==> src/rtl/core/bfhs_pkg.sv <==
// ----------------------------------------------------------------------------
// Back/forward history stacks package
// Shared constants, operation codes, sequencer states and the stack command.
// ----------------------------------------------------------------------------
`default_nettype none

package bfhs_pkg;

   localparam int DEPTH_DEFAULT       = 128;
   localparam int HANDLE_BITS_DEFAULT = 32;

   localparam int PAGE_BITS  = 32;
   localparam int STEP_BITS  = 8;
   localparam int COUNT_BITS = 8;

   typedef enum logic [1:0] {
      OP_VISIT   = 2'd0,
      OP_BACK    = 2'd1,
      OP_FORWARD = 2'd2,
      OP_INIT    = 2'd3
   } op_type;

   typedef enum logic [1:0] {
      ST_IDLE,
      ST_STEP,
      ST_LOAD,
      ST_RESP
   } state_type;

   typedef struct packed {
      logic clear;
      logic push;
      logic pop;
   } stack_cmd_type;

endpackage

`default_nettype wire

==> src/rtl/core/bfhs_stack.sv <==
// ----------------------------------------------------------------------------
// Bounded handle stack
// Memory with a fill count; one push, pop or clear per cycle, registered pop data.
// ----------------------------------------------------------------------------
`default_nettype none

module bfhs_stack #(
   parameter int DEPTH       = bfhs_pkg::DEPTH_DEFAULT,
   parameter int HANDLE_BITS = bfhs_pkg::HANDLE_BITS_DEFAULT
) (
   input  wire                          clock,
   input  wire                          reset,
   input  wire bfhs_pkg::stack_cmd_type cmd,
   input  wire  [HANDLE_BITS-1:0]       push_data,
   output logic [$clog2(DEPTH+1)-1:0]   fill,
   output logic [HANDLE_BITS-1:0]       pop_data
);

   localparam int IW = $clog2(DEPTH);
   localparam int FW = $clog2(DEPTH + 1);

   logic [HANDLE_BITS-1:0] mem [DEPTH];
   logic [FW-1:0]          fill_ff;
   logic [FW-1:0]          fill_in;
   logic [FW-1:0]          top_index;
   logic                   full;
   logic [HANDLE_BITS-1:0] pop_data_ff;

   assign full      = (fill_ff == FW'(DEPTH));
   assign top_index = fill_ff - FW'(1);

   always_comb begin
      fill_in = fill_ff;
      if (cmd.clear) begin
         fill_in = '0;
      end else if (cmd.push) begin
         if (!full) begin
            fill_in = fill_ff + FW'(1);
         end
      end else if (cmd.pop) begin
         fill_in = top_index;
      end
   end

   always_ff @(posedge clock) begin
      if (reset) begin
         fill_ff <= '0;
      end else begin
         fill_ff <= fill_in;
      end
   end

   always_ff @(posedge clock) begin
      if (cmd.push && !cmd.clear && !full) begin
         mem[fill_ff[IW-1:0]] <= push_data;
      end
      if (cmd.pop) begin
         pop_data_ff <= mem[top_index[IW-1:0]];
      end
   end

   assign fill     = fill_ff;
   assign pop_data = pop_data_ff;

endmodule

`default_nettype wire
==> config.mk <==
export PLATFORM = sky130hd
export DESIGN_NAME = bfhs_stack
export DESIGN_NICKNAME = d
export VERILOG_FILES = /design/src/rtl/core/bfhs_pkg.sv /design/src/rtl/core/bfhs_stack.sv
export SDC_FILE = /design/constraint.sdc
export NUM_CORES = 2
export LEC_CHECK = 0
export BUFFER_PORTS_ARGS = -buffer_cell sky130_fd_sc_hd__clkbuf_2
export CAP_MARGIN = 5
export CELL_PAD_IN_SITES_DETAIL_PLACEMENT = 2
export CELL_PAD_IN_SITES_GLOBAL_PLACEMENT = 2
export CORE_MARGIN = 2
export CORE_UTILIZATION = 45
export DETAILED_ROUTE_END_ITERATION = 10
export PLACE_DENSITY = 0.68
export SYNTH_ARGS = -nofsm -noshare
export SYNTH_HDL_FRONTEND = slang
export SYNTH_SLANG_ARGS = --single-unit
==> constraint.sdc <==
create_clock -name clock -period 7.7 [get_ports clock]
set_input_delay 1.54 -clock clock [delete_from_list [all_inputs] [get_ports clock]]
set_output_delay 1.54 -clock clock [all_outputs]
set_load 0.02 [all_outputs]
Word level (Yosys, flattened, before mapping)
Memories as Yosys holds them, arrays and structs flattened. A register that Yosys moved wholly into a read port is not among the register bits.
Index checks and enable logic that the tools add are counted.
{ "word_totals": {"reg_bits": 8, "ram_bits": 4096, "output_inout_bits": 40, "word_cells": 18, "n_memories": 1} }
{ "mem_list": {"columns": ["memory", "depth", "word_bits", "rd", "rd_clocked_by_memory_dff", "write_ports", "line_no", "text"], "rows": [
  ["mem", 128, 32, 1, 1, 1, "bfhs_stack.sv:22", "logic [HANDLE_BITS-1:0] mem [DEPTH];"]
]} }
{ "op_classes": {"n_addsub": 2, "n_eq_ne": 2, "n_mux": 5, "reduce_logical": 7} }
{ "op_table": {"columns": ["cell", "n"], "rows": [
  ["two-way mux 8 bit", 3],
  ["adder 8 x 1 -> 8 bit (second input constant)", 1],
  ["== test 8 bit (second input constant)", 1],
  ["subtractor 8 x 1 -> 8 bit (second input constant)", 1],
  ["logical AND 1 bit", 2],
  ["logical NOT 1 bit", 2],
  ["two-way mux 1 bit", 2],
  ["!= test 2 bit (second input constant)", 1],
  ["AND reduction 2 bit", 1],
  ["nonzero test 2 bit", 1],
  ["OR reduction 2 bit", 1]
]} }

Longest topological paths before layout
{ "depth": {"word_depth": 5, "depth_mapped": 18} }

Worst setup path after synthesis
Ideal clock, no wire load.
{ "synth_timing": {"path_kind": "register -> register", "start": "register fill_ff[0], in the netlist fill[0]", "end": "memory mem[101][0] (netlist name), enable pin", "setup_time_ps": 421, "arrival_time_ps": 4725, "setup_slack_ps": 2554, "stages_incl_launch_ff": 18, "cell_sequence": "dfxtp_1 buf_6 buf_6 buf_4 clkbuf_1 buf_2 inv_1 clkbuf_1 ha_1 buf_4 or3b_1 or2_1 o31a_1 nor2b_1 clkbuf_1 nand4_1 buf_2 nor2_1"} }
{ "synth_between": {"elab_chain_cells": 5} }
{ "synth_lines": {"columns": ["element", "line_no", "text"], "rows": [
  ["from (decl)", "bfhs_stack.sv:23", "logic [FW-1:0] fill_ff;"],
  ["from (signal assigned)", "bfhs_stack.sv:49", "fill_ff <= fill_in;"],
  ["== test 8 bit", "bfhs_stack.sv:29", "assign full = (fill_ff == FW'(DEPTH));"],
  ["logical NOT 1 bit", "bfhs_stack.sv:54", "if (cmd.push && !cmd.clear && !full) begin"],
  ["logical AND 1 bit", "bfhs_stack.sv:54", null],
  ["two-way mux 1 bit", "bfhs_stack.sv:54", null],
  ["two-way mux 1 bit (not written as such)", "bfhs_stack.sv:55", "mem[fill_ff[IW-1:0]] <= push_data;"],
  ["to (decl)", "bfhs_stack.sv:22", null]
]} }
Several ways; a longest one is shown, not always the timed one.

Final worst setup path
{ "layout_timing": {"start": "register fill_ff[0], in the netlist fill[0]", "end": "register pop_data_ff[24], in the netlist pop_data[24], read port of mem (data pin)"} }
{ "layout_between": {"elab_chain_cells": 1} }
{ "layout_lines": {"columns": ["element", "line_no", "text"], "rows": [
  ["subtractor 8 x 1 -> 8 bit", "bfhs_stack.sv:30", "assign top_index = fill_ff - FW'(1);"],
  ["to (decl)", "bfhs_stack.sv:27", "logic [HANDLE_BITS-1:0] pop_data_ff;"]
]} }
Every way passes these cells.
A chain may end at the register's enable or synchronous reset.

==> results.py <==
metrics = {
    "layout": {
        "fin_area_mm2": 0.180,
        "layout_commonest_cell": "edfxtp_1",
        "regArea_mm2": 0.124,
        "layout_common_cells": "edfxtp_1, mux4_2, nand2_1",
        "multi_input_area_mm2": 0.0334,
        "drive_gt1_share_pct": 27.2,
        "syn_to_final_growth_pct": 13.8,
        "nNetsFinal": 7568,
        "n_fill_cell": 29738,
        "final_core_util_pct": 51.5,
        "fin_cells": 12501,
    },
    "synth": {
        "yosysSeqAreaShare_pct": 78.4,
        "synth_edf_count": 4128,
        "avgSynthCellArea_um2": 22.1,
        "muxShareOfSynthArea_pct": 16.1,
        "synth_nets": 7194,
        "yosys_warnings": 0,
        "ys_ff_latch": 4136,
        "synth_ff_type": "edfxtp_1",
        "syn_area_mm2": 0.158,
        "ys_types": 52,
        "async_flop_share_pct": 0,
        "synthXorXnorAreaFrac_pct": 0.0498,
        "synthCells": 7155,
        "synth-simple-area-share_pct": 3.01,
        "synth_compound_area_share_pct": 1.20,
        "synth_top_family_by_area": "multiplexers",
        "synthAdderAreaFrac_pct": 0.0158,
    },
    "critical_path": {
        "crit_required_ps": 8340,
        "r2r_start": "fill[0]",
        "r2r_cells": 8,
        "critical_path.top_delay_family": "compound AO/OA/AOI/OAI gates",
        "critPathLaunchType": "flip-flop",
        "critical_path_depth": 8,
        "crit_type": "flip-flop to flip-flop",
        "rr_endpoint": "pop_data[24]",
        "crit_slowest_cell": "ha_4",
        "max_stage_delay_ps": 1100,
        "crit_buf_inv": 2,
        "rrSetupSlack_ps": 1700,
        "cp_cell_sequence": "inv_1 > ha_4 > buf_4 > mux4_2 > a211oi_1 > a21oi_1 > a32oi_1 > nand4_1",
        "cp_max_fo": 32,
        "crit_path_end_kind": "flip-flop",
        "crit_arrival_ps": 6640,
    },
    "min_path": {
        "hold-path-endpoint": "fill[7]",
        "holdCritPathClass": "flip-flop to flip-flop",
        "min_path_cells": 3,
        "worstHoldStart": "fill[7]",
    },
    "sta": {
        "finalMaxSlewViolations": 1,
        "setup_viol": 0,
        "fin_worst_skew_ps": 69.9,
        "fin_ws_ps": 1700,
        "finalSetupTns_ps": 0,
        "fin_crit_sh_pct": 78.0,
        "hold_viol_final": 0,
        "rsz0062_at_grt": "no",
        "tightest_slew_ps": 1670,
        "period_needed_ps": 6000,
        "fmax_ghz": 0.167,
        "whs_ps": 866,
        "maxSlewHeadroom_pct": -11.4,
    },
    "routing": {
        "drtPass1Iterations": 6,
        "drcViolationCount": 0,
        "wl_per_cell_um": 45.7,
        "drt-total-wl_um": 572000,
        "ant_nets": 0,
        "vias": 82635,
        "first_iter_violations": 12246,
        "vias_per_cell": 6.61,
    },
    "clock_tree": {
        "cts_buffers": 434,
        "root_buffer": "clkbuf_16",
        "cts_sinks": 4136,
        "post_cts_resized": 0,
        "postCtsHoldBufs": 0,
        "cts_tree": "done",
        "cts_buffer_depth": 4,
        "htreeDepth": 5,
        "cts_setup_buffers": 0,
        "clkTransAtPathRegs_ps": 60,
        "clock_latency_ps": 1010,
    },
    "placed_design": {
        "dp_cells": 11692,
        "dp_slack_ps": 1840,
        "dp_hpwl_um": 315000,
        "gp_congestion": 0.814,
        "numPortBuffers": 76,
        "placed_cell_area_mm2": 0.166,
    },
    "global_routing": {
        "grt_usage_pct": 32.1,
        "gr-total-overflow": 0,
        "grt_pass1_vias": 87657,
        "grt_first_pass_wirelength_um": 780000,
        "grt_max_degree": 107,
        "antenna_found_initial": 45,
    },
    "die": {
        "die_w_um": 597,
        "num_io_pins": 77,
        "rows": 217,
        "initial_core_util_pct": 45.3,
        "design.core.area_mm2": 0.350,
        "fp.dieArea_mm2": 0.357,
        "die_height_um": 597,
    },
    "power_and_ir_drop": {
        "power_density_mw_per_mm2": 286,
        "leakage_nw": 54.9,
        "ir_drop_uv": 196,
        "finalPower_mw": 51.5,
    },
    "run": {
        "drv_cap": 0,
    },
    "outcome": {
        "status": "finished, violations left",
        "violations": "slew limit",
    },
}
-- registers in the layout (all words and copies together) (netlist names) --
register	cells
mem	4096
pop_data	32
fill	8
-- synthesized netlist by cell type (43+ instances only) --
| cell | instances | area, um^2 |
|---|---|---|
| and2_1 | 57 | 357 |
| a211oi_1 | 59 | 443 |
| nor2_1 | 140 | 526 |
| a32oi_1 | 87 | 762 |
| buf_2 | 164 | 821 |
| nand4_1 | 102 | 638 |
| clkbuf_1 | 174 | 653 |
| a21oi_1 | 58 | 290 |
| edfxtp_1 | 4128 | 124000 |
| nand2_1 | 591 | 2220 |
| mux2i_1 | 198 | 1980 |
| buf_1 | 43 | 161 |
| nand3_1 | 166 | 831 |
| mux4_2 | 1042 | 23500 |
-- worst max-delay path by stage --
stage	from	endpoint	slack [ps]
2_1_floorplan	fill[0]	mem[101][0]	2550
3_3_place_gp	fill[0]	pop_data[24]	1790
3_5_place_dp	fill[0]	pop_data[24]	1840
4_1_cts	fill[0]	pop_data[24]	1800
5_1_grt	fill[0]	pop_data[2]	1610
6_report	fill[0]	pop_data[24]	1700
-- worst register-to-register path, cell delays in order, from the launching register on --
cell and delay [ps]:
dfxtp_4 780, inv_1 210, ha_4 1100, buf_4 670, mux4_2 410, a211oi_1 960, a21oi_1 90, a32oi_1 1070
nand4_1 350
-- where the power goes --
| part | total, mW | switching [mW] | internal (mW) |
|---|---|---|---|
| Sequential | 25.0 | 0.134 | 24.9 |
| Combinational | 4.90 | 3.47 | 1.43 |
| Clock | 21.6 | 9.57 | 12.0 |
-- kinds of logic after synthesis --
kind of cell	count (synthesis)
flops	4136
fa+ha+maj	2
mux	1249
buf+inv	416
simple gates	1080
xor+xnor	9
compound gates	263
-- area by class of cell --
type | count | share of cell area (%)
multi-input combinational | 2603 | 18.5
clock inverter | 255 | 1.38
antenna | 9 | 0.0125
inverter | 6 | 0.0125
clock buffer | 545 | 6.36
timing repair buffer | 348 | 1.60
tap | 4599 | 3.19
sequential | 4136 | 68.9
-- layer usage --
metal	part of all wire, %	track usage, %	up-vias
met5	0.025	0	-
met4	5.0	13.8	24
met3	8.0	4.82	965
met2	50	53.4	4783
met1	37	42.2	46024
li1	-	-	30839
(Power assumes the default switching activity.)
